File: src/sv/luhn_pkg.sv
// shared types and constants for the luhn card number classifier
// no dependencies; used by luhn_card_number_classifier_top

package luhn_pkg;

	localparam int CARD_W      = 63;
	localparam int IN_TDATA_W  = 64;
	localparam int OUT_TDATA_W = 8;
	localparam int DIGITS      = 19;
	localparam int BCD_W       = DIGITS * 4;
	localparam int BIT_CNT_W   = 6;
	localparam int DIG_CNT_W   = 5;

	localparam logic [BIT_CNT_W-1:0] LAST_BIT   = BIT_CNT_W'(CARD_W - 1);
	localparam logic [DIG_CNT_W-1:0] LAST_DIGIT = DIG_CNT_W'(DIGITS - 1);

	localparam logic [DIG_CNT_W-1:0] LEN_VISA_SHORT = 5'd13;
	localparam logic [DIG_CNT_W-1:0] LEN_AMEX       = 5'd15;
	localparam logic [DIG_CNT_W-1:0] LEN_LONG       = 5'd16;

	typedef logic [3:0] digit_t;

	typedef enum logic [1:0] {
		CLASS_INVALID    = 2'd0,
		CLASS_AMEX       = 2'd1,
		CLASS_MASTERCARD = 2'd2,
		CLASS_VISA       = 2'd3
	} card_class_t;

endpackage

File: src/sv/luhn_card_number_classifier_top.sv
// luhn card number classifier, top level
// depends on luhn_pkg

// One word in, one word out. An accepted card number is converted to 19 BCD
// digits by a shift-and-add-3 unit, one input bit per cycle, then the digits
// are scanned from the right, one per cycle, through a single mod-10
// accumulator that also records the digit count and the two leading digits;
// the ST_EVAL state then forms the class. s_tready stays low from acceptance
// until the result has been taken.
module luhn_card_number_classifier_top (
	input  logic                                clk,
	input  logic                                arst_n,
	input  logic                                s_tvalid,
	output logic                                s_tready,
	input  logic [luhn_pkg::IN_TDATA_W-1:0]     s_tdata,   // [62:0] card_number
	output logic                                m_tvalid,
	input  logic                                m_tready,
	output logic [luhn_pkg::OUT_TDATA_W-1:0]    m_tdata    // [1:0] card_class
);

	typedef enum logic [1:0] {
		ST_IDLE,
		ST_CONV,
		ST_SCAN,
		ST_EVAL
	} state_t;

	state_t                              state_q;
	logic [luhn_pkg::CARD_W-1:0]         bin_q;
	logic [luhn_pkg::BCD_W-1:0]          bcd_q;
	logic [luhn_pkg::BIT_CNT_W-1:0]      bit_cnt_q;
	logic [luhn_pkg::DIG_CNT_W-1:0]      dig_cnt_q;
	logic [luhn_pkg::DIG_CNT_W-1:0]      len_q;
	luhn_pkg::digit_t                    sum_q;
	luhn_pkg::digit_t                    prev_q;
	luhn_pkg::digit_t                    first_q;
	luhn_pkg::digit_t                    second_q;
	logic                                m_tvalid_q;
	luhn_pkg::card_class_t               class_q;

	logic [luhn_pkg::BCD_W-1:0]          bcd_adj;
	luhn_pkg::digit_t                    digit;
	luhn_pkg::digit_t                    contrib;
	logic [4:0]                          sum_raw;
	luhn_pkg::digit_t                    sum_next;
	luhn_pkg::card_class_t               class_next;
	logic                                is_amex;
	logic                                is_mc;
	logic                                is_visa;

	// add 3 to every digit of 5 or more before the shift
	always_comb begin
		for (int i = 0; i < luhn_pkg::DIGITS; i++) begin
			if (bcd_q[i*4 +: 4] >= 4'd5) begin
				bcd_adj[i*4 +: 4] = bcd_q[i*4 +: 4] + 4'd3;
			end else begin
				bcd_adj[i*4 +: 4] = bcd_q[i*4 +: 4];
			end
		end
	end

	// luhn contribution of the current digit, accumulated mod 10
	always_comb begin
		digit = bcd_q[3:0];
		if (dig_cnt_q[0]) begin
			if (digit < 4'd5) begin
				contrib = {digit[2:0], 1'b0};
			end else begin
				contrib = 4'({digit, 1'b0} - 5'd9);
			end
		end else begin
			contrib = digit;
		end
		sum_raw = {1'b0, sum_q} + {1'b0, contrib};
		if (sum_raw >= 5'd10) begin
			sum_next = 4'(sum_raw - 5'd10);
		end else begin
			sum_next = sum_raw[3:0];
		end
	end

	always_comb begin
		is_amex = (len_q == luhn_pkg::LEN_AMEX) && (first_q == 4'd3)
			&& ((second_q == 4'd4) || (second_q == 4'd7));
		is_mc   = (len_q == luhn_pkg::LEN_LONG) && (first_q == 4'd5)
			&& (second_q >= 4'd1) && (second_q <= 4'd5);
		is_visa = ((len_q == luhn_pkg::LEN_VISA_SHORT) || (len_q == luhn_pkg::LEN_LONG))
			&& (first_q == 4'd4);
		if (sum_q != 4'd0) begin
			class_next = luhn_pkg::CLASS_INVALID;
		end else if (is_amex) begin
			class_next = luhn_pkg::CLASS_AMEX;
		end else if (is_mc) begin
			class_next = luhn_pkg::CLASS_MASTERCARD;
		end else if (is_visa) begin
			class_next = luhn_pkg::CLASS_VISA;
		end else begin
			class_next = luhn_pkg::CLASS_INVALID;
		end
	end

	always_ff @(posedge clk or negedge arst_n) begin
		if (!arst_n) begin
			state_q    <= ST_IDLE;
			m_tvalid_q <= 1'b0;
			bit_cnt_q  <= '0;
			dig_cnt_q  <= '0;
		end else begin
			case (state_q)
				ST_IDLE: begin
					if (m_tvalid_q && m_tready) begin
						m_tvalid_q <= 1'b0;
					end
					if (s_tvalid && !m_tvalid_q) begin
						bin_q     <= s_tdata[luhn_pkg::CARD_W-1:0];
						bcd_q     <= '0;
						bit_cnt_q <= '0;
						state_q   <= ST_CONV;
					end
				end
				ST_CONV: begin
					bcd_q     <= {bcd_adj[luhn_pkg::BCD_W-2:0], bin_q[luhn_pkg::CARD_W-1]};
					bin_q     <= {bin_q[luhn_pkg::CARD_W-2:0], 1'b0};
					bit_cnt_q <= bit_cnt_q + 1'b1;
					if (bit_cnt_q == luhn_pkg::LAST_BIT) begin
						dig_cnt_q <= '0;
						len_q     <= '0;
						sum_q     <= '0;
						prev_q    <= '0;
						first_q   <= '0;
						second_q  <= '0;
						state_q   <= ST_SCAN;
					end
				end
				ST_SCAN: begin
					bcd_q     <= {4'd0, bcd_q[luhn_pkg::BCD_W-1:4]};
					sum_q     <= sum_next;
					prev_q    <= digit;
					dig_cnt_q <= dig_cnt_q + 1'b1;
					// most significant nonzero digit seen so far sets length and prefix
					if (digit != 4'd0) begin
						len_q    <= dig_cnt_q + 1'b1;
						first_q  <= digit;
						second_q <= prev_q;
					end
					if (dig_cnt_q == luhn_pkg::LAST_DIGIT) begin
						state_q <= ST_EVAL;
					end
				end
				ST_EVAL: begin
					class_q    <= class_next;
					m_tvalid_q <= 1'b1;
					state_q    <= ST_IDLE;
				end
				default: begin
					state_q <= ST_IDLE;
				end
			endcase
		end
	end

	assign s_tready = (state_q == ST_IDLE) && !m_tvalid_q;
	assign m_tvalid = m_tvalid_q;
	assign m_tdata  = {{(luhn_pkg::OUT_TDATA_W - 2){1'b0}}, class_q};

endmodule
File: config.mk
export PLATFORM = sky130hd
export DESIGN_NAME = luhn_card_number_classifier_top
export DESIGN_NICKNAME = d
export VERILOG_FILES = /design/src/sv/luhn_pkg.sv /design/src/sv/luhn_card_number_classifier_top.sv
export SDC_FILE = /design/constraint.sdc
export NUM_CORES = 1
export LEC_CHECK = 0
export BUFFER_PORTS_ARGS = -buffer_cell sky130_fd_sc_hd__buf_4
export CAP_MARGIN = 20
export CELL_PAD_IN_SITES_DETAIL_PLACEMENT = 1
export CELL_PAD_IN_SITES_GLOBAL_PLACEMENT = 1
export CORE_AREA = 2 2 162 164
export DETAILED_ROUTE_END_ITERATION = 6
export DIE_AREA = 0 0 164 166
export GPL_TIMING_DRIVEN = 0
export PLACE_DENSITY_LB_ADDON = 0.1
export SLEW_MARGIN = 40
export SYNTH_ARGS = -nofsm -noshare
export SYNTH_HDL_FRONTEND = slang
export SYNTH_SLANG_ARGS = --single-unit
File: constraint.sdc
create_clock -name clk -period 6.3 [get_ports clk]
set_input_delay 0.63 -clock clk [delete_from_list [all_inputs] [get_ports clk]]
set_output_delay 0.63 -clock clk [all_outputs]
set_load 0.005 [all_outputs]
== Yosys cells after proc, flatten, opt, wreduce, memory -nomap -nowiden ==
Cells that the tools add are included.

* Memories: 0
* Input bits: 68
* Latch bits: 0
* Memory bits (read-only): 0
* Memory bits (writable): 0
* Register bits: 176
* Output and inout port bits: 10
* Word-level logic and storage cells: 155

* Bitwise operators: 0
* Shifts and indexed selects: 0
* Reductions and logical operators: 29
* Muxes and demuxes: 48
* Divide/modulo/power cells: 0
* Equal/unequal tests: 18
* Order comparisons: 23
* Multipliers: 0
* Add/subtract/negate cells: 24

{| class="wikitable"
|+ Operator list
! operator !! number
|-
| case mux 76 bit (3 select lines) || 1
|-
| case mux 63 bit (2 select lines) || 1
|-
| two-way mux 4 bit || 24
|-
| greater-or-equal comparator 4 x 3 -> 1 bit (second input constant) || 19
|-
| two-way mux 76 bit || 1
|-
| adder 4 x 2 -> 4 bit (second input constant) || 18
|-
| two-way mux 63 bit || 1
|-
| case mux 4 bit (2 select lines) || 4
|-
| case mux 5 bit (2 select lines) || 2
|-
| == test 4 x 3 -> 1 bit (second input constant) || 4
|-
| case mux 6 bit (2 select lines) || 1
|-
| AND reduction 3 bit || 4
|-
| == test 5 x 4 -> 1 bit (second input constant) || 2
|-
| == test 5 bit (second input constant) || 2
|-
| two-way mux 2 bit || 5
|-
| two-way mux 5 bit || 2
|-
| != test 2 bit (second input constant) || 5
|-
| logical AND 1 bit || 9
|-
| case mux 2 bit (4 select lines) || 1
|-
| AND reduction 2 bit || 4
|-
| nonzero test 4 bit || 2
|-
| subtractor 4 bit (second input constant) || 2
|-
| adder 6 x 1 -> 6 bit (second input constant) || 1
|-
| == test 6 bit (second input constant) || 1
|-
| 21 further kinds || 26
|}

== Logic depth before layout (Yosys ltp) ==
* Depth after elaboration: 7
* Mapped depth: 15
* Gate-level depth less buffers: 15

== Least setup slack after synthesis ==
Ideal clock, no wire load.

* Kind: input-to-reg
* From: in s_tvalid
* To: reg bcd_q[0] in the netlist's numbering, enable pin
* Data arrival time: 4.157 ns
* Buffers on the path: 0
* Data required time: 5.789 ns
* Stages: 4
* Slack: 1.632 ns
* Setup time: 0.511 ns
* Path through: nor2b_1 nand2b_1 nand2_1 nor2_1

* Word-level cells in the longest chain between the ends: 3

{| class="wikitable"
|+ RTL lines
! element !! line !! source
|-
| from (decl) || luhn_card_number_classifier_top.sv:13 || <nowiki>input logic s_tvalid,</nowiki>
|-
| logical AND 1 bit || luhn_card_number_classifier_top.sv:114 || <nowiki>if (s_tvalid && !m_tvalid_q) begin</nowiki>
|-
| != test 2 bit (no source line) || -- ||
|-
| AND reduction 3 bit (no source line) || -- ||
|-
| to (signal assigned) || luhn_card_number_classifier_top.sv:122 || <nowiki>bcd_q <= {bcd_adj[luhn_pkg::BCD_W-2:0], bin_q[luhn_pkg::CARD_W-1]};</nowiki>
|-
| to (signal assigned) || luhn_card_number_classifier_top.sv:136 || <nowiki>bcd_q <= {4'd0, bcd_q[luhn_pkg::BCD_W-1:4]};</nowiki>
|-
| to (decl) || luhn_card_number_classifier_top.sv:30 || <nowiki>logic [luhn_pkg::BCD_W-1:0] bcd_q;</nowiki>
|}

Every way passes these cells.
A chain may end at the register's enable or synchronous reset.

== Worst setup path after layout ==
* From: reg bcd_q[1] in the netlist's numbering
* To: reg sum_q[2] (data pin)

* Word-level cells in the longest chain between the ends: 7
* Elaborated cells between the ends (all ways): 9
* Classes of those cells: 3 x add/sub; 2 x order compare; 4 x mux

{| class="wikitable"
|+ RTL lines
! element !! line !! source
|-
| subtractor 4 bit or less-than comparator 4 x 3 -> 1 bit (tied branches) || luhn_card_number_classifier_top.sv:69, luhn_card_number_classifier_top.sv:66 ||
|-
| two-way mux 4 bit || luhn_card_number_classifier_top.sv:66 || <nowiki>if (digit < 4'd5) begin</nowiki>
|-
| two-way mux 4 bit (*) || luhn_card_number_classifier_top.sv:65 || <nowiki>if (dig_cnt_q[0]) begin</nowiki>
|-
| adder 4 x 4 -> 5 bit (*) || luhn_card_number_classifier_top.sv:74 || <nowiki>sum_raw = {1'b0, sum_q} + {1'b0, contrib};</nowiki>
|-
| subtractor 4 bit or greater-or-equal comparator 5 x 4 -> 1 bit (tied branches) || luhn_card_number_classifier_top.sv:76, luhn_card_number_classifier_top.sv:75 ||
|-
| two-way mux 4 bit (*) || luhn_card_number_classifier_top.sv:75 || <nowiki>if (sum_raw >= 5'd10) begin</nowiki>
|-
| case mux 4 bit (2 select lines) (*) || luhn_card_number_classifier_top.sv:109 || <nowiki>case (state_q)</nowiki>
|-
| to (signal assigned) || luhn_card_number_classifier_top.sv:137 || <nowiki>sum_q <= sum_next;</nowiki>
|-
| to (decl) || luhn_card_number_classifier_top.sv:34 || <nowiki>luhn_pkg::digit_t sum_q;</nowiki>
|}

Every way passes the cells marked *; elsewhere a longest branch is shown, timed or not.

==> impl_metrics.py <==
metrics = {
    "status": {
        "status": "complete, no violations",
    },
    "die": {
        "die_x_um": 164,
        "die_h_um": 166,
        "fp.dieArea_um2": 27220,
        "core_area_um2": 25620,
        "start_util": 0.3707,
        "num_rows": 59,
        "io_pins": 78,
    },
    "finish": {
        "layout-drive-gt1-share": 0.2009,
        "fin_nets": 1050,
        "diodes": 0,
        "multi_input_area_um2": 3976,
        "syn2layout_area_growth_pct": 18.54,
        "fillerInstances": 2731,
        "final-seq-area_um2": 5215,
    },
    "cts": {
        "cts_root_buf": "clkbuf_16",
        "cts-resized-gates": 0,
        "cts_buffers": 17,
        "htree_levels": 4,
        "clk_pin_slew_ns": 0.08,
        "postCtsSetupBuffers": 0,
        "clk_latency_ns": 0.44,
        "clock-sinks": 176,
        "holdBufCountCts": 0,
        "clockBufferDepth": 2,
        "cts_tree": "done",
    },
    "sta": {
        "fin_hold_ws_ns": 0.05275,
        "grt_setup_unrepaired": "false",
        "skew_ns": 0.01632,
        "hold_viol": 0,
        "worst_pin_slew_ns": 0.7543,
        "worst_slack_ns": 2.480,
        "post-route-min-period_ns": 3.820,
        "slew_headroom": 0.4971,
        "post-route-period-util": 0.6064,
        "fmax_mhz": 261.8,
        "finalMaxSlewViolations": 0,
        "setup-violations-final": 0,
    },
    "route": {
        "drt_iter0_drc": 226,
        "num_vias": 6534,
        "viasPerCell": 5.121,
        "wl_per_cell_um": 17.58,
        "drt_pass1_iterations": 4,
        "antenna_left": 0,
        "drc": 0,
        "wl_mm": 22.43,
    },
    "yosys": {
        "ys.warnings.count": 0,
        "ys_top_cells_by_area": "edfxtp_1, mux2_2, ha_1, o21ai_0, dfrtp_1",
        "syn_area_per_cell_um2": 11.48,
        "ys_ff_latch": 176,
        "yosysTopAreaCell": "edfxtp_1",
        "synth.top_cell.area_share": 0.5123,
        "post-synth-top-count-cell": "edfxtp_1",
        "ys_top_cells_by_count": "edfxtp_1, nand2_1, o21ai_0",
        "synth_cell_types": 40,
        "syn_inst": 827,
        "synth_edf_count": 162,
        "synth-main-ff-cell": "edfxtp_1",
        "yosysSeqAreaShare": 0.5492,
        "synth-async-reset-ratio": 0.07955,
        "netlist_area_um2": 9495,
    },
    "placement": {
        "place_congestion": 0.7531,
        "place_ws_ns": 2.451,
        "io_buffers": 70,
        "dpl.hpwl_mm": 16.18,
    },
    "global_route": {
        "grt.busiest_layer": "met2",
        "grt_use_total": 0.1719,
        "use_met2": 0.2950,
        "grt_antenna_before_repair": 0,
        "grt_pass1_vias": 7120,
        "grt_util_met3": 0.03122,
        "overflow": 0,
        "grt_start_max_net_pins": 21,
        "grt_pass1_wl_mm": 37.25,
        "met1_usage": 0.2204,
    },
    "setup_path": {
        "critical_path_arrival_ns": 3.99,
        "cp_max_fo": 6,
        "r2r_cells": 15,
        "worstSetupEndpointType": "flop",
        "crit_required_ns": 6.47,
        "start_kind": "flop",
        "worstSetupPathType": "flop to flop",
    },
    "worst_hold_path": {
        "hold_path.class": "input pin to async pin",
    },
    "pwr": {
        "internal_power_w": 0.003478,
        "p_sw_w": 0.002320,
        "sequentialPowerShare": 0.389,
        "p_comb_frac": 0.422,
        "irDropWorstVdd_mv": 0.2247,
        "clkPwrFrac": 0.189,
        "p_leak_nw": 4.191,
        "power_per_cell_area_nw_per_um2": 515.1,
        "swShare": 0.4002,
    },
    "run": {
        "cap_viol_max_count": 0,
    },
}
## logic make-up after synthesis
kind of cell    count (synthesis)  synth area share
compound gates                186            0.1131
simple gates                  215            0.1100
flops                         176            0.5492
buf+inv                        85           0.03597
other cells                     1         0.0003949
xor+xnor                       40           0.03689
fa+ha+maj                      54           0.07195
mux                            70           0.08249
## power by group through the flow
stage | Combinational [W] | Sequential, W | Clock (W)
4_1_cts | 0.00249 | 0.00226 | 0.00112
3_5_place_dp | 0.00247 | 0.00228 | 0
5_1_grt | 0.00278 | 0.00232 | 0.00117
2_1_floorplan | 0.00173 | 0.00218 | 0
6_report | 0.00245 | 0.00226 | 0.00109
3_3_place_gp | 0.00222 | 0.00230 | 0
## final timing paths
| path | startpoint | endpoint | slack [ns] |
|---|---|---|---|
| max | bcd_q[1]$_DFFE_PP_ | sum_q[2]$_SDFFCE_PN0P_ | 2.48 |
| min | arst_n | m_tvalid$_DFFE_PN0P_ | 0.05 |
| max reg2reg | bcd_q[1]$_DFFE_PP_ | sum_q[2]$_SDFFCE_PN0P_ | 2.48 |
| min reg2reg | prev_q[1]$_DFFE_PP_ | second_q[1]$_SDFFCE_PN0P_ | 0.53 |
| max in group asynchronous | arst_n | bit_cnt_q[4]$_DFFE_PN0P_ | 6.04 |
| min in group clk | s_tdata[38] | bin_q[38]$_DFFE_PP_ | 0.49 |
## per-stage QoR
step | TNS (ns) | utilization | std cells | total power [W] | instance area, um^2
floorplan | 0 | - | 832 | 0.003918 | 9514
global placement | -24.29 | 0.4083 | 1237 | 0.004517 | 10460
detailed placement | 0 | 0.4154 | 1244 | 0.004752 | 10640
CTS | 0 | 0.4393 | 1276 | 0.005876 | 11250
global route | 0 | 0.4394 | 1276 | 0.006263 | 11260
finish | 0 | 0.4394 | 1276 | 0.005798 | 11260
## cell usage in the layout (no fill, tap or decap), drive strengths merged, types with 7 or more instances in the layout
master	count
a21oi	66
and2	16
buf	84
clkbuf	45
dfrtp	14
edfxtp	162
ha	53
inv	58
mux2	66
nand2	93
nand2b	23
nand3	7
nor2	35
nor3	9
nor3b	21
o21ai	83
o31ai	14
xnor2	24
xor2	16
## worst max-delay path, stage by stage, from the launching register on
cell,delay (ns)
edfxtp_1,0.49
inv_1,0.17
ha_1,0.26
inv_1,0.06
a21oi_1,0.29
xnor2_1,0.16
nand2_1,0.09
a21boi_0,0.17
fa_1,0.46
xnor2_1,0.17
inv_1,0.07
ha_1,0.23
o31a_1,0.20
nor3_1,0.07
a2111oi_2,0.51
mux2i_1,0.15
## state kept, by name, summed over array words and instances, names as in the netlist
signal and flops:
len_q 5, second_q 4, sum_q 4, bin_q 63, bit_cnt_q 6, state_q 2
first_q 4, dig_cnt_q 5, bcd_q 76, m_tvalid 1, prev_q 4, class_q 2
## area by class of cell
cell class / instances / area share
Clock inverter: 15 / 0.01645
Timing Repair Buffer: 77 / 0.06158
Clock buffer: 17 / 0.03779
Tap cell: 335 / 0.03724
Multi-Input combinational cell: 571 / 0.3533
Sequential cell: 176 / 0.4633
Inverter: 50 / 0.01667
Buffer: 35 / 0.01367
## layer usage
metal / up-vias / share of wire
met3: 33 / 0.029
met2: 88 / 0.50
met5: - / 0
met1: 3254 / 0.45
met4: 0 / 0.019
li1: 3159 / -
Power figures use the tool's default switching activity.
